--- src/rtl/core/macsf_pkg.sv ---
// shared types and constants of the capture scheduler
`default_nettype none
package macsf_pkg;

   localparam int NumPorts = 3;

   // port numbers
   localparam int PortMain   = 0;
   localparam int PortSecond = 1;
   localparam int PortThird  = 2;

   // operation codes
   localparam logic [1:0] OP_TICK = 2'd0;
   localparam logic [1:0] OP_DONE = 2'd1;
   localparam logic [1:0] OP_READ = 2'd2;

   // register indexes
   localparam logic [1:0] CSR_ENABLE_MASK  = 2'd0;
   localparam logic [1:0] CSR_MIN_CYCLE    = 2'd1;
   localparam logic [1:0] CSR_DIVIDE_RATIO = 2'd2;

   // register reset values
   localparam logic [2:0]  EnableMaskReset  = 3'd7;
   localparam logic [15:0] MinCycleReset    = 16'd2;
   localparam logic [15:0] DivideRatioReset = 16'd100;

   // command queue geometry
   localparam int QueueDepth = 2;

   typedef logic [NumPorts-1:0] port_mask_type;

   typedef struct packed {
      logic [63:0] high;
      logic [63:0] low;
   } sample_word_type;

   // classified command from the front end to the back end
   typedef struct packed {
      port_mask_type   start_mask;
      port_mask_type   push_mask;
      logic            read_en;
      logic [1:0]      read_port;
      sample_word_type word_a;
      sample_word_type word_b;
   } cmd_type;

endpackage
`default_nettype wire

--- src/rtl/core/macsf_front.sv ---
// front end: config registers, divider and ready edge detect, command build
`default_nettype none
module macsf_front (
   input  logic             clock,
   input  logic             reset,
   input  logic             start,
   output logic             busy,
   input  logic [1:0]       req_op,
   input  logic [1:0]       req_read_port,
   input  logic             req_ready_second,
   input  logic             req_ready_third,
   input  logic [63:0]      req_samples_a_lo,
   input  logic [63:0]      req_samples_a_hi,
   input  logic [63:0]      req_samples_b_lo,
   input  logic [63:0]      req_samples_b_hi,
   input  logic             csr_valid,
   output logic             csr_ready,
   input  logic [1:0]       csr_index,
   input  logic [15:0]      csr_data,
   input  logic             q_full,
   output logic             q_push,
   output macsf_pkg::cmd_type q_cmd
);
   import macsf_pkg::*;

   logic [2:0]  enable_mask_ff;
   logic [15:0] min_cycle_ff;
   logic [15:0] divide_ratio_ff;
   logic [15:0] divide_count_ff, divide_count_in;
   logic        prev_second_ff, prev_second_in;
   logic        prev_third_ff, prev_third_in;
   logic        accept;

   // handshake
   assign busy      = reset | q_full;
   assign csr_ready = ~reset;
   assign accept    = start & ~busy;
   assign q_push    = accept;

   // classify the item and work out the scheduler state update
   always_comb begin
      prev_second_in  = prev_second_ff;
      prev_third_in   = prev_third_ff;
      divide_count_in = divide_count_ff;
      q_cmd           = '0;
      q_cmd.read_port = req_read_port;
      q_cmd.word_a    = '{high: req_samples_a_hi, low: req_samples_a_lo};
      q_cmd.word_b    = '{high: req_samples_b_hi, low: req_samples_b_lo};
      case (req_op)
         OP_TICK: begin
            q_cmd.start_mask[PortMain] = enable_mask_ff[PortMain];
            if (divide_count_ff == 16'd1) begin
               q_cmd.start_mask[PortSecond] = enable_mask_ff[PortSecond];
               q_cmd.start_mask[PortThird]  = enable_mask_ff[PortThird];
               prev_second_in = 1'b1;
               prev_third_in  = 1'b1;
            end else if (divide_count_ff >= min_cycle_ff) begin
               if (enable_mask_ff[PortSecond]) begin
                  q_cmd.push_mask[PortSecond] = req_ready_second & ~prev_second_ff;
                  prev_second_in = req_ready_second;
               end
               if (enable_mask_ff[PortThird]) begin
                  q_cmd.push_mask[PortThird] = req_ready_third & ~prev_third_ff;
                  prev_third_in = req_ready_third;
               end
            end else begin
               if (enable_mask_ff[PortSecond] && !req_ready_second) begin
                  prev_second_in = 1'b0;
               end
               if (enable_mask_ff[PortThird] && !req_ready_third) begin
                  prev_third_in = 1'b0;
               end
            end
            divide_count_in = (divide_count_ff == divide_ratio_ff) ? 16'd1
                                                                  : divide_count_ff + 16'd1;
         end
         OP_DONE: begin
            q_cmd.push_mask[PortMain] = 1'b1;
         end
         OP_READ: begin
            q_cmd.read_en = (req_read_port < 2'(NumPorts));
         end
         default: begin
         end
      endcase
   end

   // config registers and scheduler state
   always_ff @(posedge clock) begin
      if (reset) begin
         enable_mask_ff  <= EnableMaskReset;
         min_cycle_ff    <= MinCycleReset;
         divide_ratio_ff <= DivideRatioReset;
         divide_count_ff <= 16'd1;
         prev_second_ff  <= 1'b0;
         prev_third_ff   <= 1'b0;
      end else begin
         if (csr_valid) begin
            case (csr_index)
               CSR_ENABLE_MASK:  enable_mask_ff  <= csr_data[2:0];
               CSR_MIN_CYCLE:    min_cycle_ff    <= csr_data;
               CSR_DIVIDE_RATIO: divide_ratio_ff <= csr_data;
               default: begin
               end
            endcase
         end
         if (accept) begin
            divide_count_ff <= divide_count_in;
            prev_second_ff  <= prev_second_in;
            prev_third_ff   <= prev_third_in;
         end
      end
   end

endmodule
`default_nettype wire

--- config.mk ---
export PLATFORM = sky130hd
export DESIGN_NAME = macsf_front
export DESIGN_NICKNAME = d
export VERILOG_FILES = /design/src/rtl/core/macsf_pkg.sv /design/src/rtl/core/macsf_front.sv
export SDC_FILE = /design/constraint.sdc
export NUM_CORES = 1
export LEC_CHECK = 0
export BUFFER_PORTS_ARGS = -buffer_cell sky130_fd_sc_hd__buf_2
export CAP_MARGIN = 0
export CORE_AREA = 2 2 213 215
export CTS_CLUSTER_DIAMETER = 80
export CTS_CLUSTER_SIZE = 30
export DETAILED_ROUTE_END_ITERATION = 8
export DIE_AREA = 0 0 215 217
export GPL_ROUTABILITY_DRIVEN = 0
export GPL_TIMING_DRIVEN = 0
export PLACE_DENSITY_LB_ADDON = 0.05
export SYNTH_ARGS = -nofsm -noshare
export SYNTH_HDL_FRONTEND = slang
export SYNTH_SLANG_ARGS = --single-unit
--- constraint.sdc ---
create_clock -name clock -period 2.01 [get_ports clock]
set_clock_uncertainty 0.05 [all_clocks]
set_input_delay 0.3015 -clock clock [delete_from_list [all_inputs] [get_ports clock]]
set_output_delay 0.3015 -clock clock [all_outputs]
set_load 0.02 [all_outputs]
==> results.tsv, run 1 <==
metric	value	unit
syn_area_per_cell	7.84	um2
run status	finished, violations left	
Iter 0 DRT Violations	107	
die width	215	um
grt total ovfl	0	
ratio of cells with drive above 1 in the final layout	67.5	%
Post-synth ARST share	0	%
vias in the first global route	4165	
hold_buf cts	0	
Detailed Routing Iterations Pass 1	4	
Crit Path Class	flip-flop to output port	
EDFF count, synth	0	
Setup crit start kind	flip-flop	
Distinct cells, synth	39	
CTS buffer count	5	
switching share of power	33.7	%
CP Max Fanout	3	
PwrDens	448	mW/mm2
setup tns final	-0.950	ns
largest net degree at the start of global routing	16	
diode count	0	
DRC viols	0	
Final WS setup	-0.397	ns
relative slew slack	49.2	%
clock root buffer	clkbuf_16	
area grow syn2layout	57.2	%
worst skew pair latency	0.31	ns
Top-Level Pins	553	
vias after detailed routing	4585	
Seq pwr share	32.9	%
max-slew violations	0	
initial core utilization	10.5	%
Port Buf Inserts	296	
sequential area share after synthesis	22.6	%
CTS tree	yes	
Worst EP arrival	2.06	ns
net switching power	1120	uW
initial antenna violation count	1	
nets	1216	
post-layout power	3320	uW
Routed WL	18100	um
fin area	0.00739	mm2
Final HPWL DP	15700	um
maxcap violations	0	
Die Height	217	um
H-tree depth	2	
fin crit share	120	%
Clock Path Buffers	2	
Data required, critical path	1.66	ns
Hold Crit Class	input port to flip-flop	
Slew @ Worst Pin	0.761	ns
Fin. Hold Viols	0	
TritonCTS Sinks	53	
floorplan row count	78	
Syn Std Cell Area	0.00470	mm2
die area	0.0467	mm2
max frequency	415	MHz
type of destination of the critical path	output port	
Hold WS	0.200	ns
combinational power share	38.0	%
leading register cell type out of synthesis	dfxtp_1	
Synth warnings	0	
syn_nets	903	
Reg clk slew, reported paths	0.07	ns
P_leak	0.00363	uW
Final setup viols	5	
VDD IR max	0.270	mV
global-route wire length before repair	25400	um
Clk network pwr share	29.1	%
Routed WL per cell	12.0	um
unrepaired setup endpoints after global routing	true	
internal power	2200	uW
core area	0.0447	mm2
area post-placement	0.00694	mm2
GRT Resource Usage Total	7.07	%
Min Clock Period, post-route	2.41	ns
Post-Synthesis Cells	600	
failing checks	setup timing	
Vias per Instance	3.03	
Final ANT Viol Nets	0	
Seq cells post-synth	53	
-- layout by cell type (no fill, tap or decap), types with 4 or more instances in the layout --
master and n:
nand3_1 9, dfxtp_1 40, nor2_1 26, buf_2 292
nand2_1 69, clkbuf_1 10, nand3b_1 4, ha_4 4
dfxtp_2 10, xor2_1 9, buf_4 266, clkbuf_16 5
buf_6 8, ha_1 13, inv_1 20, a21oi_1 32
nand4_1 12, xnor2_1 22
-- power by group through the flow --
stage               combinational, uW  sequential (uW)  clock, uW
floorplan                         879             1110          0
global placement                 1260             1120          0
detailed placement               1250             1120          0
CTS                              1270             1090       1040
global route                     1340             1100       1060
finish                           1260             1090        965
-- registers in the layout, indices dropped and copies added (netlist names) --
register         cells
divide_count_ff     16
divide_ratio_ff     16
prev_third_ff        1
min_cycle_ff        16
prev_second_ff       1
enable_mask_ff       3
-- metrics by stage --
step	setup WS, ns	instances	utilization [%]
finish	-0.397	1514	16.5
CTS	-0.466	1508	16.3
detailed placement	-0.544	1496	15.5
global route	-0.481	1514	16.5
global placement	-0.589	1496	15.5
floorplan	0.0441	600	-
-- layout make-up --
class,count,area (um2)
Clock buffer,7,153
Sequential cell,53,1080
Multi-Input combinational cell,253,1710
Buffer,272,2010
Clock inverter,1,5.00
Inverter,22,82.6
Tap cell,600,751
Fill cell,5185,37300
Timing Repair Buffer,306,1590
-- routing by layer --
metal  up-vias  GRT usage [%]  share of wire (%)
li1       2288              -                  -
met1      2030           8.31                 40
met2       257           13.0                 51
met3         8           1.54                7.8
met4         2           1.66               0.93
met5         -              0              0.088
-- synth_stat cells (all sizes together), types with 6 or more instances --
master,instances,share of area (%)
nor2,28,2.2
dfxtp,53,23
buf,260,42
xor2,9,1.7
nand4,12,1.6
a21oi,33,3.5
xnor2,22,4.1
nand3,9,0.96
ha,18,4.8
a211oi,6,0.96
nand2,70,5.6
inv,22,1.8
clkbuf,12,0.96
-- final timing paths --
kind,from,to,slack (ns),cells after the start
worst max register to register,divide_count_ff[0]$_SDFFE_PP1P_,prev_second_ff$_SDFFE_PP0P_,-0.01,10
worst min-delay path,csr_data[11],min_cycle_ff[11]$_SDFFE_PP0P_,0.20,3
worst max-delay path,min_cycle_ff[2]$_SDFFE_PP0P_,q_cmd[260],-0.40,9
worst min register to register,min_cycle_ff[3]$_SDFFE_PP0P_,min_cycle_ff[3]$_SDFFE_PP0P_,0.41,2
-- kinds of logic after synthesis --
group           synth area share [%]
buf+inv                         44.3
simple gates                    15.3
flops                           22.6
compound gates                  6.68
xor+xnor                        5.77
fa+ha+maj                       4.79
mux                            0.638
-- critical path: stages, from the launching register on --
cell	delay, ns
dfxtp_2	0.34
inv_2	0.04
ha_4	0.20
a211o_1	0.32
a31oi_4	0.18
o31ai_4	0.10
a211oi_2	0.21
buf_4	0.18
nor2_2	0.04
buf_6	0.12
-- timing repair --
item	CTS	global route
setup buffers	4	6
pin swaps	10	10
gates cloned	0	0
setup endpoints to repair	22	14
gates resized for setup	38	19
No activity file was read; power rests on OpenSTA's default activity.
==> run 2, diff against run 1 <==
Clock period 2.01 ns to 2.2 ns, I/O delays scaled along.
==> results.tsv, run 2 (synthesis gave the netlist of run 1 again) <==
metric	value	unit
WP buf/inv	3	
Setup crit start kind	flip-flop	
Slew @ Worst Pin	0.703	ns
grt total ovfl	0	
TritonCTS Sinks	53	
ratio of cells with drive above 1 in the final layout	66.8	%
Final WS setup	-0.218	ns
CP max stage delay	0.34	ns
fin area	0.00733	mm2
Die Height	217	um
GRT Resource Usage Total	7.28	%
Final HPWL DP	15700	um
Top-Level Pins	553	
Largest regs	divide_count_ff x16, divide_ratio_ff x16, min_cycle_ff x16	
multi-input logic area	0.00168	mm2
initial antenna violation count	1	
Reg clk slew, reported paths	0.08	ns
area grow syn2layout	55.9	%
relative slew slack	53.1	%
Placed Cells	1496	
P_leak	0.00360	uW
Routed WL per cell	12.0	um
VDD IR max	0.253	mV
maxcap violations	0	
unrepaired setup endpoints after global routing	true	
floorplan row count	78	
worst r2r path cells	6	
die width	215	um
Fin. Hold Viols	0	
fin crit share	110	%
Routed WL	18200	um
global-route wire length before repair	25900	um
Worst EP arrival	2.04	ns
PwrDens	423	mW/mm2
CTS buffer count	5	
WP depth	9	
area post-placement	0.00694	mm2
CTS tree	yes	
Vias per Instance	3.01	
fin cells	1512	
crit-path cells	inv_1 -> ha_4 -> o21a_1 -> a21oi_2 -> o31ai_4 -> a211oi_2 -> buf_6 -> nor2_4 -> buf_6	
type of destination of the critical path	output port	
Port Buf Inserts	296	
DRC viols	0	
Min Clock Period, post-route	2.42	ns
commonest non-fill, non-tap cell in the layout	buf_2	
Seq. cell area	0.00109	mm2
r2r setup slk	0.09	ns
failing checks	setup timing	
CP Max Fanout	4	
core area	0.0447	mm2
WHS Path Cells	3	
run status	finished, violations left	
largest net degree at the start of global routing	16	
worst skew pair latency	0.31	ns
initial core utilization	10.5	%
vias in the first global route	4310	
die area	0.0467	mm2
Clock Path Buffers	2	
Data required, critical path	1.82	ns
nets	1214	
fill count	5212	
diode count	0	
vias after detailed routing	4554	
max-slew violations	0	
Crit Path Class	flip-flop to output port	
Hold Crit Class	input port to flip-flop	
Top Family by Delay on Critical Path	compound AO/OA/AOI/OAI gates	
H-tree depth	2	
Final ANT Viol Nets	0	
Top cell by count, worst path	buf_6	
Final setup viols	2	
hold_buf cts	0	
commonest non-fill, non-tap cells in the layout	buf_2 (295), buf_4 (266), nand2_1 (69), dfxtp_1 (39), a21oi_1 (32)	
CP max stage cell	dfxtp_1	
Detailed Routing Iterations Pass 1	4	
max frequency	414	MHz
clock root buffer	clkbuf_16	
Iter 0 DRT Violations	83	
## run 2: cell types whose count changed in the layout (fill, tap and decap cells not counted), sizes merged
cell,change
clkbuf,-1
clkinv,-1
buf,-1
bufinv,+1
## run 2: power breakdown
part	leakage, uW	internal [uW]	total (uW)	switching, uW
sequential	0.000436	980	997	16.7
clock	0.0000841	571	970	399
combinational	0.00308	536	1140	600
## run 2: worst paths after layout
check,startpoint,endpoint
hold reg to reg,min_cycle_ff[4]$_SDFFE_PP0P_,min_cycle_ff[4]$_SDFFE_PP0P_
hold / removal,csr_data[6],divide_ratio_ff[6]$_SDFFE_PP1P_
setup reg to reg,divide_count_ff[0]$_SDFFE_PP1P_,divide_count_ff[11]$_SDFFE_PP0P_
setup / recovery,min_cycle_ff[6]$_SDFFE_PP0P_,q_cmd[260]
## run 2: routing by layer
| layer | track usage (%) | share of wire (%) | vias to the layer above |
|---|---|---|---|
| li1 | - | - | 2287 |
| met1 | 8.10 | 38 | 1996 |
| met2 | 13.7 | 52 | 261 |
| met5 | 0 | 0.088 | - |
| met4 | 1.79 | 1.0 | 2 |
| met3 | 1.98 | 8.5 | 8 |
## run 2: per-stage QoR
step | utilization (%) | TNS (ns) | total power [uW] | hold WS, ns | setup slack, ns
2_1_floorplan | - | 0 | 1820 | 0.383 | 0.129
3_3_place_gp | 15.5 | -7.29 | 2170 | 0.399 | -0.713
3_5_place_dp | 15.5 | -6.41 | 2160 | 0.400 | -0.686
4_1_cts | 16.3 | -0.535 | 3190 | 0.208 | -0.266
5_1_grt | 16.4 | -1.02 | 3270 | 0.223 | -0.320
6_report | 16.4 | -0.435 | 3100 | 0.216 | -0.218
## run 2: timing repair
item                       in CTS  in global routing
setup endpoints to repair      16                 14
setup buffers                   3                  5
gates resized for setup        36                 10
pin swaps                      11                  7
## run 2: cell type report
class / instances / area share (%)
plain buffers: 272 / 27.3
clock buffers: 7 / 1.95
clock inverters: 1 / 0.409
inverters: 22 / 1.13
multi-input cells: 253 / 22.9
flip-flops and latches: 53 / 14.8
well taps: 600 / 10.2
repair buffers: 304 / 21.2
## run 2: tightest hold or removal path: stages
cell and delay [ns]:
buf_2 0.10, nand2_1 0.05, nand3_1 0.06
==> run 3, diff against run 2 <==
Clock period 2.2 ns to 3.1 ns, I/O delays scaled along.
==> results.tsv, run 3 (synthesis gave the netlist of run 1 again) <==
metric	value	unit
grt total ovfl	0	
setup tns final	0	ns
Min Clock Period, post-route	2.83	ns
internal power	1480	uW
initial antenna violation count	1	
Seq pwr share	32.4	%
worst skew pair latency	0.31	ns
Crit Path Class	flip-flop to output port	
largest net degree at the start of global routing	16	
ratio of cells with drive above 1 in the final layout	63.1	%
DRC viols	0	
floorplan row count	78	
fin crit share	91.4	%
vias after detailed routing	4501	
Vias per Instance	2.99	
switching share of power	32.7	%
worst r2r path cells	6	
Final setup viols	0	
CTS tree	yes	
max frequency	353	MHz
H-tree depth	2	
net switching power	716	uW
area post-placement	0.00694	mm2
Setup crit start kind	flip-flop	
fin area	0.00712	mm2
unrepaired setup endpoints after global routing	false	
max-slew violations	0	
TritonCTS Sinks	53	
CTS buffer count	5	
Clk network pwr share	31.4	%
Iter 0 DRT Violations	93	
Routed WL	18000	um
Clock Path Buffers	2	
Worst EP arrival	2.32	ns
type of destination of the critical path	output port	
nets	1207	
Port Buf Inserts	296	
Fin. Hold Viols	0	
commonest non-fill, non-tap cells in the layout	buf_2 (296), buf_4 (260), nand2_1 (69), dfxtp_1 (53), a21oi_1 (33)	
Top-Level Pins	553	
GRT Resource Usage Total	7.23	%
Die Height	217	um
WHS Path Cells	3	
die area	0.0467	mm2
Reg clk slew, reported paths	0.08	ns
Largest regs	divide_count_ff x16, divide_ratio_ff x16, min_cycle_ff x16	
relative slew slack	54.0	%
Data required, critical path	2.58	ns
combinational power share	36.2	%
initial core utilization	10.5	%
area grow syn2layout	51.4	%
Hold Crit Class	input port to flip-flop	
core area	0.0447	mm2
run status	complete, no violations	
Detailed Routing Iterations Pass 1	4	
global-route wire length before repair	25800	um
commonest non-fill, non-tap cell in the layout	buf_2	
PwrDens	308	mW/mm2
Final ANT Viol Nets	0	
clock root buffer	clkbuf_16	
VDD IR max	0.180	mV
diode count	0	
Routed WL per cell	12.0	um
die width	215	um
maxcap violations	0	
P_leak	0.00354	uW
Slew @ Worst Pin	0.690	ns
CP Max Fanout	6	
Final HPWL DP	15700	um
vias in the first global route	4288	
run 3: path summary, 6_finish.rpt:
kind	slack (ns)	to	from
hold / removal	0.35	divide_ratio_ff[6]$_SDFFE_PP1P_	csr_data[6]
hold reg to reg	0.41	min_cycle_ff[10]$_SDFFE_PP0P_	min_cycle_ff[10]$_SDFFE_PP0P_
setup / recovery	0.27	q_cmd[261]	divide_count_ff[0]$_SDFFE_PP1P_
setup reg to reg	0.87	divide_count_ff[13]$_SDFFE_PP0P_	divide_count_ff[12]$_SDFFE_PP0P_
run 3: timing repair:
action / CTS / global route
resized for setup: 1 / 0
pin swaps: 0 / 1
cloned: 0 / 0
setup endpoints to repair: 2 / 2
buffers inserted: 0 / 1
hold buffers: 0 / 0
run 3: area by class of cell:
class | count | area [um2]
buffer | 272 | 2000
clock buffer | 7 | 143
clock inverter | 1 | 30.0
fill | 5235 | 37600
inverter | 22 | 82.6
multi-input combinational | 253 | 1570
sequential | 53 | 1060
tap | 600 | 751
timing repair buffer | 297 | 1490
run 3: routing by layer:
metal / track usage [%] / vias up / share of wire, %
met5: 0 / - / 0.089
met4: 1.79 / 2 / 1.0
met3: 1.96 / 8 / 8.6
met2: 13.6 / 259 / 52
met1: 8.00 / 1961 / 38
li1: - / 2271 / -
run 3: through the flow:
stage | utilization (%) | total power (uW) | hold slack, ns | setup slack, ns | cells
after floorplan | - | 1290 | 0.383 | 0.894 | 600
after detailed placement | 15.5 | 1530 | 0.400 | 0.0787 | 1496
after global routing | 15.9 | 2310 | 0.358 | 0.0625 | 1505
after CTS | 15.9 | 2250 | 0.343 | 0.0392 | 1504
after global placement | 15.5 | 1540 | 0.399 | 0.0525 | 1496
final | 15.9 | 2190 | 0.352 | 0.267 | 1505
run 3: power by group through the flow:
stage / Clock, uW / Combinational [uW] / Sequential [uW]
6_report: 688 / 794 / 709
5_1_grt: 748 / 851 / 712
4_1_cts: 730 / 811 / 710
3_5_place_dp: 0 / 809 / 726
3_3_place_gp: 0 / 817 / 726
2_1_floorplan: 0 / 569 / 722
run 3: critical path: stages, from the launching register on:
cell and delay [ns]:
dfxtp_1 0.49, inv_1 0.09, ha_1 0.28, nand2b_1 0.10
a31oi_1 0.10, o31ai_1 0.37, a211oi_2 0.12, buf_4 0.18
nor2_1 0.11, buf_2 0.17
