$ cat src/rtl/core/macsf_pkg.sv
// shared types and constants of the capture scheduler
`default_nettype none
package macsf_pkg;

   localparam int NumPorts = 3;

   // port numbers
   localparam int PortMain   = 0;
   localparam int PortSecond = 1;
   localparam int PortThird  = 2;

   // operation codes
   localparam logic [1:0] OP_TICK = 2'd0;
   localparam logic [1:0] OP_DONE = 2'd1;
   localparam logic [1:0] OP_READ = 2'd2;

   // register indexes
   localparam logic [1:0] CSR_ENABLE_MASK  = 2'd0;
   localparam logic [1:0] CSR_MIN_CYCLE    = 2'd1;
   localparam logic [1:0] CSR_DIVIDE_RATIO = 2'd2;

   // register reset values
   localparam logic [2:0]  EnableMaskReset  = 3'd7;
   localparam logic [15:0] MinCycleReset    = 16'd2;
   localparam logic [15:0] DivideRatioReset = 16'd100;

   // command queue geometry
   localparam int QueueDepth = 2;

   typedef logic [NumPorts-1:0] port_mask_type;

   typedef struct packed {
      logic [63:0] high;
      logic [63:0] low;
   } sample_word_type;

   // classified command from the front end to the back end
   typedef struct packed {
      port_mask_type   start_mask;
      port_mask_type   push_mask;
      logic            read_en;
      logic [1:0]      read_port;
      sample_word_type word_a;
      sample_word_type word_b;
   } cmd_type;

endpackage
`default_nettype wire

$ cat src/rtl/core/macsf_queue.sv
// two-entry command queue between front end and back end
`default_nettype none
module macsf_queue (
   input  logic               clock,
   input  logic               reset,
   input  logic               push,
   input  macsf_pkg::cmd_type cmd_wr,
   output logic               full,
   input  logic               pop,
   output logic               empty,
   output macsf_pkg::cmd_type cmd_rd
);
   import macsf_pkg::*;

   localparam int PtrWidth   = $clog2(QueueDepth);
   localparam int CountWidth = $clog2(QueueDepth + 1);

   cmd_type                entry_ff [QueueDepth];
   logic [PtrWidth-1:0]    wr_ptr_ff, rd_ptr_ff;
   logic [CountWidth-1:0]  count_ff;

   assign full   = (count_ff == CountWidth'(QueueDepth));
   assign empty  = (count_ff == '0);
   assign cmd_rd = entry_ff[rd_ptr_ff];

   // entry storage
   always_ff @(posedge clock) begin
      if (push) begin
         entry_ff[wr_ptr_ff] <= cmd_wr;
      end
   end

   // pointers and occupancy
   always_ff @(posedge clock) begin
      if (reset) begin
         wr_ptr_ff <= '0;
         rd_ptr_ff <= '0;
         count_ff  <= '0;
      end else begin
         if (push) begin
            wr_ptr_ff <= (wr_ptr_ff == PtrWidth'(QueueDepth - 1)) ? '0 : wr_ptr_ff + 1'b1;
         end
         if (pop) begin
            rd_ptr_ff <= (rd_ptr_ff == PtrWidth'(QueueDepth - 1)) ? '0 : rd_ptr_ff + 1'b1;
         end
         if (push && !pop) begin
            count_ff <= count_ff + 1'b1;
         end else if (pop && !push) begin
            count_ff <= count_ff - 1'b1;
         end
      end
   end

endmodule
`default_nettype wire

$ cat config.mk
export PLATFORM = sky130hd
export DESIGN_NAME = macsf_queue
export DESIGN_NICKNAME = d
export VERILOG_FILES = /design/src/rtl/core/macsf_pkg.sv /design/src/rtl/core/macsf_queue.sv
export SDC_FILE = /design/constraint.sdc
export NUM_CORES = 1
export LEC_CHECK = 0
export ABC_CLOCK_PERIOD_IN_PS = 14700
export BUFFER_PORTS_ARGS = -buffer_cell sky130_fd_sc_hd__buf_2
export CAP_MARGIN = 40
export CELL_PAD_IN_SITES_DETAIL_PLACEMENT = 1
export CELL_PAD_IN_SITES_GLOBAL_PLACEMENT = 1
export CORE_MARGIN = 10
export CORE_UTILIZATION = 40
export DETAILED_ROUTE_END_ITERATION = 7
export PLACE_DENSITY = 0.85
export SYNTH_ARGS = -nofsm -noshare
export SYNTH_HDL_FRONTEND = slang
export SYNTH_SLANG_ARGS = --single-unit
$ cat constraint.sdc
create_clock -name clock -period 14.7 [get_ports clock]
set_clock_uncertainty 0.2 [all_clocks]
set_input_delay 2.205 -clock clock [delete_from_list [all_inputs] [get_ports clock]]
set_output_delay 2.205 -clock clock [all_outputs]
set_load 0.005 [all_outputs]
==> flow_metrics.env, run 1 <==
export IMPL_fin_crit_ps=6059
export IMPL_wirelength_mm=53.68
export IMPL_hold_viol_final=0
export IMPL_postRouteAntennaNets=0
export IMPL_worstSkewPairLatency_ps=570
export IMPL_grt_pass1_wl_mm=76.12
export IMPL_postSynthAreaPerCell_um2=22.96
export IMPL_yosys_warnings=0
export IMPL_worst_setup_path_type="reg -> out"
export IMPL_pin_count=536
export IMPL_layout_common_cells="buf_2 (535), edfxtp_1 (530), mux2_2 (265)"
export IMPL_maxSlewViolCount=0
export IMPL_internal_power_w=0.002727
export IMPL_p_leak_nw=9.124
export IMPL_wire_per_inst_um=25.63
export IMPL_cp_max_fo=73
export IMPL_rr_worst_depth=3
export IMPL_fp_coreArea_mm2=0.04785
export IMPL_final_nets=1694
export IMPL_crit_path_start_kind="flop"
export IMPL_cts_resized_gates=0
export IMPL_cts_hold_buf=0
export IMPL_drv_cap=0
export IMPL_clockBufferDepth=3
export IMPL_netSwitchingPower_w=0.0007749
export IMPL_vias=10220
export IMPL_antenna_found_initial=19
export IMPL_vias_per_cell=4.880
export IMPL_r2r_end="entry_ff[1][128]$_DFFE_PP_"
export IMPL_yosysTopAreaCellShare_pct=81.93
export IMPL_rsz0062_at_grt="no"
export IMPL_grt_overflow=0
export IMPL_tritoncts="yes"
export IMPL_relSlewSlack_pct=36.98
export IMPL_swShare_pct=22.13
export IMPL_syn2layout_area_growth_pct=26.25
export IMPL_grt_max_degree=74
export IMPL_synth_seq_cells=535
export IMPL_firstDrtPassIters=5
export IMPL_tns_ps=0
export IMPL_syn_area_mm2=0.01942
export IMPL_final_util_pct=51.26
export IMPL_ys_top_cells_by_area="edfxtp_1 (82%), mux2_2 (15%), buf_6 (1.6%), dfxtp_1 (0.52%), nor2_1 (0.097%)"
export IMPL_timing_rr_start="wr_ptr_ff$_SDFFE_PP0P_"
export IMPL_synth_largest_area_cell="edfxtp_1"
export IMPL_htreeDepth=2
export IMPL_worst_slew_pin_slew_ps=945.2
export IMPL_cp_arrival_ps=3650
export IMPL_track_usage_pct=17.75
export IMPL_seq_area_frac_synth_pct=82.45
export IMPL_power_frac_seq_pct=51.9
export IMPL_hold_path_class="reg -> reg"
export IMPL_dpl_hpwl_mm=38.30
export IMPL_gp_congestion=0.8336
export IMPL_cts_root_buf="clkbuf_16"
export IMPL_hold_path_depth=2
export IMPL_port_buffers=535
export IMPL_ys_types=15
export IMPL_clock_power_share_pct=38.2
export IMPL_drt_initial_drc_count=772
export IMPL_ir_drop_v=0.0001092
export IMPL_die_area_mm2=0.05778
export IMPL_status="finished clean"
export IMPL_final_common_cell="buf_2"
export IMPL_cts_num_sinks=535
export IMPL_cts_reportedPaths_clkPinSlew_ps=60
export IMPL_rows=80
export IMPL_critPathCaptureType="output pin"
export IMPL_post_cts_buffers=0
export IMPL_drc=0
export IMPL_die_x_um=240.4
export IMPL_max_clock_freq_mhz=165.0
export IMPL_layout_drive_gt1_share_pct=60.97
export IMPL_synth_cells=846
export IMPL_cts_buffers=55
export IMPL_dieHeight_um=240.4
export IMPL_finalSetupViolations=0
export IMPL_initial_core_util_pct=40.60
export IMPL_grt_pass1_vias=11500
export IMPL_period_share_pct=41.22
export IMPL_cp_required_ps=12300
export IMPL_r2r_slack_ps=11760
export IMPL_p_per_area_mw_per_mm2=142.8
export IMPL_crit_end="cmd_rd[158]"
export IMPL_syn_nets=1116
export IMPL_comb_power_share_pct=9.9
layer usage:
metal  GRT usage, %  wire [um]  vias up
met2          33.06      29590      413
met1          18.28      18300     5136
met3          5.816       4323       91
met4          6.077       1362       14
li1               -          -     4564
met5              0        103        -
registers in the layout, summed over array words and instances (netlist names), named ones only:
name / cells
wr_ptr_ff: 1
count_ff: 2
entry_ff: 530
rd_ptr_ff: 1
worst max-delay path, cell delays in order, from the launching register on:
cell,delay (ps)
dfxtp_4,750
buf_4,810
buf_4,850
mux2_2,430
buf_2,150
worst min-delay path by stage:
stage	from	end	slack [ps]
2_1_floorplan	count_ff[1]$_SDFFE_PP0P_	count_ff[1]$_SDFFE_PP0P_	260
4_1_cts	count_ff[1]$_SDFFE_PP0P_	count_ff[1]$_SDFFE_PP0P_	350
3_3_place_gp	count_ff[1]$_SDFFE_PP0P_	count_ff[1]$_SDFFE_PP0P_	280
6_report	count_ff[1]$_SDFFE_PP0P_	count_ff[1]$_SDFFE_PP0P_	340
5_1_grt	count_ff[1]$_SDFFE_PP0P_	count_ff[1]$_SDFFE_PP0P_	390
3_5_place_dp	rd_ptr_ff$_SDFFE_PP0P_	flop	300
Yosys cell counts:
master / number
o21ai_0: 1
edfxtp_1: 530
nor2_1: 5
ha_1: 1
and2_1: 1
dfxtp_1: 5
nor2b_1: 2
xnor2_1: 2
inv_1: 1
a21oi_1: 1
mux2_2: 265
xor2_1: 2
buf_2: 1
or3_1: 1
buf_6: 28
kinds of logic after synthesis:
kind of cell,Yosys count,synth area share [%]
mux,265,15.36
xor+xnor,4,0.1804
flops,535,82.45
simple gates,9,0.2255
buf+inv,30,1.668
compound gates,2,0.05148
fa+ha+maj,1,0.06440
metrics by stage:
| stage | area, um^2 | power [W] | hold WS [ps] | std cells | worst slack [ps] |
|---|---|---|---|---|---|
| finish | 24520 | 0.003501 | 337.6 | 2094 | 8641 |
| global route | 24520 | 0.003635 | 388.0 | 2091 | 8406 |
| CTS | 24500 | 0.003542 | 347.3 | 2083 | 8574 |
| detailed placement | 22780 | 0.002196 | 301.3 | 1982 | 9219 |
| global placement | 22640 | 0.002166 | 282.2 | 1977 | 9284 |
| floorplan | 19430 | 0.002030 | 260.8 | 846 | 4957 |
layout make-up:
cell class	instances	area [um^2]
Antenna cell	11	27.53
Clock buffer	70	1433
Clock inverter	31	286.5
Fill cell	4528	23320
Inverter	1	3.754
Multi-Input combinational cell	281	3095
Sequential cell	535	16020
Tap cell	615	769.5
Timing Repair Buffer	550	2890
power by group through the flow:
stage	sequential (W)	combinational (W)	clock [W]
final	0.00182	0.000348	0.00134
after global placement	0.00184	0.000325	0
after global routing	0.00182	0.000375	0.00144
after floorplan	0.00185	0.000179	0
after detailed placement	0.00185	0.000350	0
after CTS	0.00182	0.000355	0.00137
Power figures use the tool's default switching activity.
==> run 2, diff against run 1 <==
--- a/config.mk
+++ b/config.mk
@@ -5,7 +5,8 @@
 export SDC_FILE = /design/constraint.sdc
 export NUM_CORES = 1
 export LEC_CHECK = 0
-export ABC_CLOCK_PERIOD_IN_PS = 14700
+export ABC_AREA = 1
+export ABC_CLOCK_PERIOD_IN_PS = 5400
 export BUFFER_PORTS_ARGS = -buffer_cell sky130_fd_sc_hd__buf_2
 export CAP_MARGIN = 40
 export CELL_PAD_IN_SITES_DETAIL_PLACEMENT = 1
==> constraint.sdc (replaced) <==
create_clock -name clock -period 5.4 [get_ports clock]
set_clock_uncertainty 0.2 [all_clocks]
set_input_delay 0.81 -clock clock [delete_from_list [all_inputs] [get_ports clock]]
set_output_delay 0.81 -clock clock [all_outputs]
set_load 0.005 [all_outputs]
==> flow_metrics.env, run 2 <==
export IMPL_cp_arrival_ps=2590
export IMPL_synth_edf_count=530
export IMPL_track_usage_pct=17.25
export IMPL_postRouteAntennaNets=0
export IMPL_hold_viol_final=0
export IMPL_crit_family="flip-flops"
export IMPL_fp_coreArea_mm2=0.04795
export IMPL_largest_register_ffs=530
export IMPL_dpl_hpwl_mm=36.49
export IMPL_finalSetupViolations=0
export IMPL_cts_root_buf="clkbuf_16"
export IMPL_use_met1_pct=17.89
export IMPL_critPathCaptureType="output pin"
export IMPL_internal_power_w=0.007291
export IMPL_slowest_delay_ps=850
export IMPL_worst_slew_pin_slew_ps=998.8
export IMPL_status="finished clean"
export IMPL_vias=10210
export IMPL_postSynthAreaPerCell_um2=22.69
export IMPL_seq_area_frac_synth_pct=82.36
export IMPL_post_cts_buffers=0
export IMPL_netSwitchingPower_w=0.002030
export IMPL_fin_crit_ps=3600
export IMPL_worst_setup_path_type="reg -> out"
export IMPL_pin_count=536
export IMPL_met3_usage_pct=6.709
export IMPL_crit_path_start_kind="flop"
export IMPL_cts_buffers=53
export IMPL_hold_path_class="in -> reg"
export IMPL_syn_area_mm2=0.01945
export IMPL_maxSlewViolCount=0
export IMPL_cts_hold_buf=0
export IMPL_hp_start="cmd_wr[87]"
export IMPL_critPathSlowestCell="dfxtp_4"
export IMPL_timing_rr_start="wr_ptr_ff$_SDFFE_PP0P_"
export IMPL_yosysTopAreaCellShare_pct=81.84
export IMPL_ys_async_sr_fraction_pct=0
export IMPL_rsz0062_at_grt="no"
export IMPL_final_common_cell="buf_2"
export IMPL_path_depth=3
export IMPL_p_leak_nw=9.092
export IMPL_synth_top_cells_by_count="edfxtp_1 (530), mux2_2 (265), buf_6 (28), inv_1 (9), nor2_1 (7)"
export IMPL_swShare_pct=21.78
export IMPL_grt_pass1_vias=11470
export IMPL_r2r_end="entry_ff[1][72]$_DFFE_PP_"
export IMPL_tritoncts="yes"
export IMPL_r2r_slack_ps=3320
export IMPL_synth_largest_area_cell="edfxtp_1"
export IMPL_clock_power_share_pct=37.9
export IMPL_ys_types=15
export IMPL_cts_num_sinks=535
export IMPL_worstPathBufferInverterCount=2
export IMPL_fin_cells=2100
export IMPL_grt_overflow=0
export IMPL_whs_endpoint="entry_ff[1][87]$_DFFE_PP_"
export IMPL_layout_common_cells="buf_2 (535), edfxtp_1 (530), mux2_2 (265)"
export IMPL_ys_top_cells_by_area="edfxtp_1 (82%), mux2_2 (15%), buf_6 (1.6%), dfxtp_1 (0.51%), inv_1 (0.17%)"
export IMPL_wire_per_inst_um=24.63
export IMPL_drv_cap=0
export IMPL_synth_most_common_cell="edfxtp_1"
export IMPL_cp_max_fo=94
export IMPL_layout_drive_gt1_share_pct=59.88
export IMPL_hold_path_depth=1
export IMPL_comb_power_share_pct=9.7
export IMPL_cp_required_ps=4390
export IMPL_power_frac_seq_pct=52.4
export IMPL_synth_seq_cells=535
export IMPL_holdWs_ps=213.1
export IMPL_initial_core_util_pct=40.56
export IMPL_seqCellArea_mm2=0.01602
export IMPL_vias_per_cell=4.864
export IMPL_cts_resized_gates=0
export IMPL_top_register="entry_ff"
export IMPL_die_area_mm2=0.05784
export IMPL_port_buffers=535
export IMPL_gp_congestion=0.8108
export IMPL_p_per_area_mw_per_mm2=380.7
export IMPL_grt_max_degree=143
export IMPL_grt_pass1_wl_mm=74.11
export IMPL_biggestRegsByFlops="entry_ff: 530 flops, count_ff: 2 flops"
export IMPL_wirelength_mm=51.73
export IMPL_synth_ff_type="edfxtp_1"
export IMPL_total_power_w=0.009321
export IMPL_rr_worst_depth=3
export IMPL_nFillCells=4513
export IMPL_drc=0
export IMPL_final_nets=1702
export IMPL_syn2layout_area_growth_pct=25.91
export IMPL_grt_busiest_layer="met2"
export IMPL_syn_nets=1127
export IMPL_relSlewSlack_pct=33.42
export IMPL_multi_input_area_mm2=0.003100
export IMPL_period_share_pct=66.66
export IMPL_htreeDepth=2
export IMPL_cp_cell_sequence="buf_12 -> mux2_2 -> buf_2"
export IMPL_die_x_um=240.5
export IMPL_cts_reportedPaths_clkPinSlew_ps=60
export IMPL_rows=80
export IMPL_clockBufferDepth=3
export IMPL_firstDrtPassIters=4
export IMPL_ir_drop_v=0.0003197
export IMPL_max_clock_freq_mhz=277.8
export IMPL_synth_cells=857
export IMPL_yosys_warnings=0
export IMPL_drt_initial_drc_count=709
export IMPL_dieHeight_um=240.5
export IMPL_worstSkewPairLatency_ps=580
export IMPL_dp_cells=1992
export IMPL_antenna_found_initial=21
export IMPL_grt_util_met2_pct=30.94
==> run 2: cell types whose count changed after synthesis, sizes merged <==
cell and change:
or3 -1, nand3 +1, inv +8, and2 -1
nor2b -2, xnor2 -1, nor3 +1, nor2 +2
nand2 +5, nand4 +1, xor2 -2
==> run 2: worst max path at each step <==
stage / startpoint / end / slack (ps)
6_report: flop / cmd_rd[55] / 1800
5_1_grt: flop / cmd_rd[55] / 1670
4_1_cts: flop / cmd_rd[80] / 1750
3_5_place_dp: flop / cmd_rd[59] / 2380
3_3_place_gp: flop / cmd_rd[176] / 2420
2_1_floorplan: push / entry_ff[1][0]$_DFFE_PP_ / -10
==> run 2: metrics by stage <==
step	setup WS (ps)	area [um^2]	TNS [ps]	utilization [%]
2_1_floorplan	-14.14	19470	-3747	-
3_3_place_gp	2420	22790	0	47.53
3_5_place_dp	2382	22810	0	47.57
4_1_cts	1753	24450	0	51.00
5_1_grt	1674	24480	0	51.05
6_report	1800	24480	0	51.07
==> run 2: area by class of cell <==
| cell class | instances | area share (%) |
|---|---|---|
| Sequential cell | 535 | 65.42 |
| Multi-Input combinational cell | 284 | 12.66 |
| Timing Repair Buffer | 549 | 11.77 |
| Clock buffer | 70 | 5.851 |
| Tap cell | 615 | 3.143 |
| Clock inverter | 26 | 0.8687 |
| Inverter | 9 | 0.1533 |
| Antenna cell | 12 | 0.1226 |
==> run 2: layer usage <==
layer	part of all wire [%]	vias up
met5	0.24	-
met4	2.3	18
met3	10	98
met2	53	421
met1	34	5087
li1	-	4590
==> run 2: logic make-up after synthesis <==
kind of cell	count (synthesis)	synth area share (%)
fa+ha+maj	1	0.06433
buf+inv	38	1.821
mux	265	15.35
xor+xnor	1	0.04505
flops	535	82.36
simple gates	15	0.3153
compound gates	2	0.05142
==> run 2: worst reg2reg max path, cell delays in order (launching register included) <==
cell,delay (ps)
dfxtp_1,500
nand2_8,70
clkinvlp_4,130
buf_12,480
==> run 2: power by group through the flow <==
| stage | sequential, W | clock, W | combinational [W] |
|---|---|---|---|
| 2_1_floorplan | 0.00496 | 0 | 0.000463 |
| 3_3_place_gp | 0.00495 | 0 | 0.000874 |
| 3_5_place_dp | 0.00498 | 0 | 0.000914 |
| 4_1_cts | 0.00489 | 0.00362 | 0.000924 |
| 5_1_grt | 0.00490 | 0.00378 | 0.000979 |
| 6_report | 0.00489 | 0.00353 | 0.000901 |
==> run 3, diff against run 2 <==
--- a/config.mk
+++ b/config.mk
@@ -6,7 +6,7 @@
 export NUM_CORES = 1
 export LEC_CHECK = 0
 export ABC_AREA = 1
-export ABC_CLOCK_PERIOD_IN_PS = 5400
+export ABC_CLOCK_PERIOD_IN_PS = 3720
 export BUFFER_PORTS_ARGS = -buffer_cell sky130_fd_sc_hd__buf_2
 export CAP_MARGIN = 40
 export CELL_PAD_IN_SITES_DETAIL_PLACEMENT = 1
@@ -14,7 +14,7 @@
 export CORE_MARGIN = 10
 export CORE_UTILIZATION = 40
 export DETAILED_ROUTE_END_ITERATION = 7
-export PLACE_DENSITY = 0.85
+export PLACE_DENSITY = 0.82
 export SYNTH_ARGS = -nofsm -noshare
 export SYNTH_HDL_FRONTEND = slang
 export SYNTH_SLANG_ARGS = --single-unit
==> constraint.sdc (replaced) <==
create_clock -name clock -period 3.72 [get_ports clock]
set_clock_uncertainty 0.2 [all_clocks]
set_input_delay 0.558 -clock clock [delete_from_list [all_inputs] [get_ports clock]]
set_output_delay 0.558 -clock clock [all_outputs]
set_load 0.005 [all_outputs]
==> flow_metrics.env, run 3 (same netlist as run 2, synthesis figures left out) <==
export IMPL_status="finished clean"
export IMPL_fin_crit_ps=3073
export IMPL_fp_coreArea_mm2=0.04795
export IMPL_cts_root_buf="clkbuf_16"
export IMPL_rows=80
export IMPL_relSlewSlack_pct=44.42
export IMPL_dpl_hpwl_mm=38.14
export IMPL_p_leak_nw=10.33
export IMPL_dieHeight_um=240.5
export IMPL_r2r_slack_ps=1730
export IMPL_crit_end="cmd_rd[21]"
export IMPL_die_area_mm2=0.05784
export IMPL_grt_max_degree=139
export IMPL_gp_congestion=0.9118
export IMPL_met2WireLength_mm=36.14
export IMPL_critPathCaptureType="output pin"
export IMPL_drc=0
export IMPL_grt_pass1_wl_mm=93.80
export IMPL_worstSkewPairLatency_ps=570
export IMPL_drt_initial_drc_count=972
export IMPL_layout_drive_gt1_share_pct=51.48
export IMPL_tns_ps=0
export IMPL_grt_overflow=0
export IMPL_cp_required_ps=2960
export IMPL_postRouteAntennaNets=0
export IMPL_pin_count=536
export IMPL_firstDrtPassIters=5
export IMPL_final_common_cell="buf_2"
export IMPL_timing_rr_start="wr_ptr_ff$_SDFFE_PP0P_"
export IMPL_hold_viol_final=0
export IMPL_worst_setup_path_type="reg -> out"
export IMPL_biggestRegsByFlops="entry_ff: 530 flops, count_ff: 2 flops"
export IMPL_largest_register_ffs=530
export IMPL_cts_buffers=55
export IMPL_final_util_pct=57.13
export IMPL_cts_resized_gates=0
export IMPL_port_buffers=535
export IMPL_stdcell_area_mm2=0.02739
export IMPL_wire_per_inst_um=27.78
export IMPL_wl_met1_mm=22.40
export IMPL_syn2layout_area_growth_pct=40.85
export IMPL_layout_setup_ws_ps=647.2
export IMPL_antenna_found_initial=10
export IMPL_dp_slack_ps=1307
export IMPL_wirelength_mm=66.21
export IMPL_drv_cap=0
export IMPL_hold_path_class="in -> reg"
export IMPL_routed_top_layer="met5"
export IMPL_final_nets=1979
export IMPL_cts_reportedPaths_clkPinSlew_ps=70
export IMPL_cp_max_fo=48
export IMPL_rr_worst_depth=3
export IMPL_max_clock_freq_mhz=325.4
export IMPL_cp_arrival_ps=2310
export IMPL_track_usage_pct=22.09
export IMPL_worst_slew_pin_slew_ps=833.7
export IMPL_nFillCells=4438
export IMPL_rsz0062_at_grt="no"
export IMPL_cts_num_sinks=535
export IMPL_placed_area_mm2=0.02289
export IMPL_period_share_pct=82.60
export IMPL_met3_length_mm=5.543
export IMPL_total_power_w=0.01441
export IMPL_top_register="entry_ff"
export IMPL_die_x_um=240.5
export IMPL_post_cts_buffers=0
export IMPL_crit_path_start_kind="flop"
export IMPL_r2r_end="entry_ff[1][75]$_DFFE_PP_"
export IMPL_maxSlewViolCount=0
export IMPL_ir_drop_v=0.0003773
export IMPL_finalSetupViolations=0
export IMPL_vias=11740
export IMPL_initial_core_util_pct=40.56
export IMPL_tritoncts="yes"
export IMPL_vias_per_cell=4.924
export IMPL_p_per_area_mw_per_mm2=526.1
export IMPL_layout_common_cells="buf_2 (535), edfxtp_1 (530), dlygate4sd3_1 (266)"
export IMPL_htreeDepth=2
export IMPL_grt_pass1_vias=13690
export IMPL_clockBufferDepth=3
-- run 3: cell types whose count changed in the layout (fill, tap and decap cells not counted), moves of 2 or more --
cell | previous run | this run
dlygate4sd3_1 | 0 | 266
clkinv_2 | 4 | 8
clkbuf_1 | 15 | 12
buf_4 | 6 | 15
clkinvlp_4 | 1 | 3
bufinv_16 | 4 | 7
-- run 3: worst min path at each step --
stage	start	end	slack, ps	cells after the start
final	pop	rd_ptr_ff$_SDFFE_PP0P_	120	3
after global routing	pop	rd_ptr_ff$_SDFFE_PP0P_	110	3
after CTS	pop	flop	60	3
after detailed placement	rd_ptr_ff$_SDFFE_PP0P_	flop	310	2
after global placement	rd_ptr_ff$_SDFFE_PP0P_	rd_ptr_ff$_SDFFE_PP0P_	300	2
after floorplan	rd_ptr_ff$_SDFFE_PP0P_	flop	280	2
-- run 3: cell type report --
type / count / area [um^2] / area share (%)
Tap cell: 615 / 769.5 / 2.809
Clock inverter: 36 / 361.6 / 1.320
Sequential cell: 535 / 16020 / 58.49
Inverter: 9 / 50.05 / 0.1827
Antenna cell: 12 / 30.03 / 0.1096
Timing Repair Buffer: 824 / 5613 / 20.49
Multi-Input combinational cell: 284 / 3100 / 11.32
Clock buffer: 68 / 1446 / 5.281
-- run 3: power by group --
part | switching [W] | internal, W | total (W)
registers | 0.000131 | 0.00699 | 0.00712
logic | 0.000805 | 0.000824 | 0.00163
clock network | 0.00241 | 0.00325 | 0.00566
total | 0.00334 | 0.0111 | 0.0144
-- run 3: stage by stage --
step,hold WS [ps],cells
global placement,296.3,2001
global route,107.3,2380
CTS,55.81,2371
floorplan,279.9,857
finish,115.6,2383
detailed placement,313.6,2001
-- run 3: metal layers --
layer / vias to the layer above / track usage [%]
met5: - / 0
met2: 541 / 41.37
met1: 5936 / 22.46
met3: 111 / 6.801
met4: 2 / 8.436
li1: 5145 / -
-- run 3: repair_timing --
action | in CTS | in global routing
setup endpoints to repair | 0 | 0
endpoints found under the hold margin | 533 | 0
hold buffers | 266 | 0
-- run 3: worst max-delay path, cell delays in order (launching register included) --
cell and delay, ps:
dfxtp_4 600, buf_12 240, buf_12 280, mux2_2 400, buf_2 150
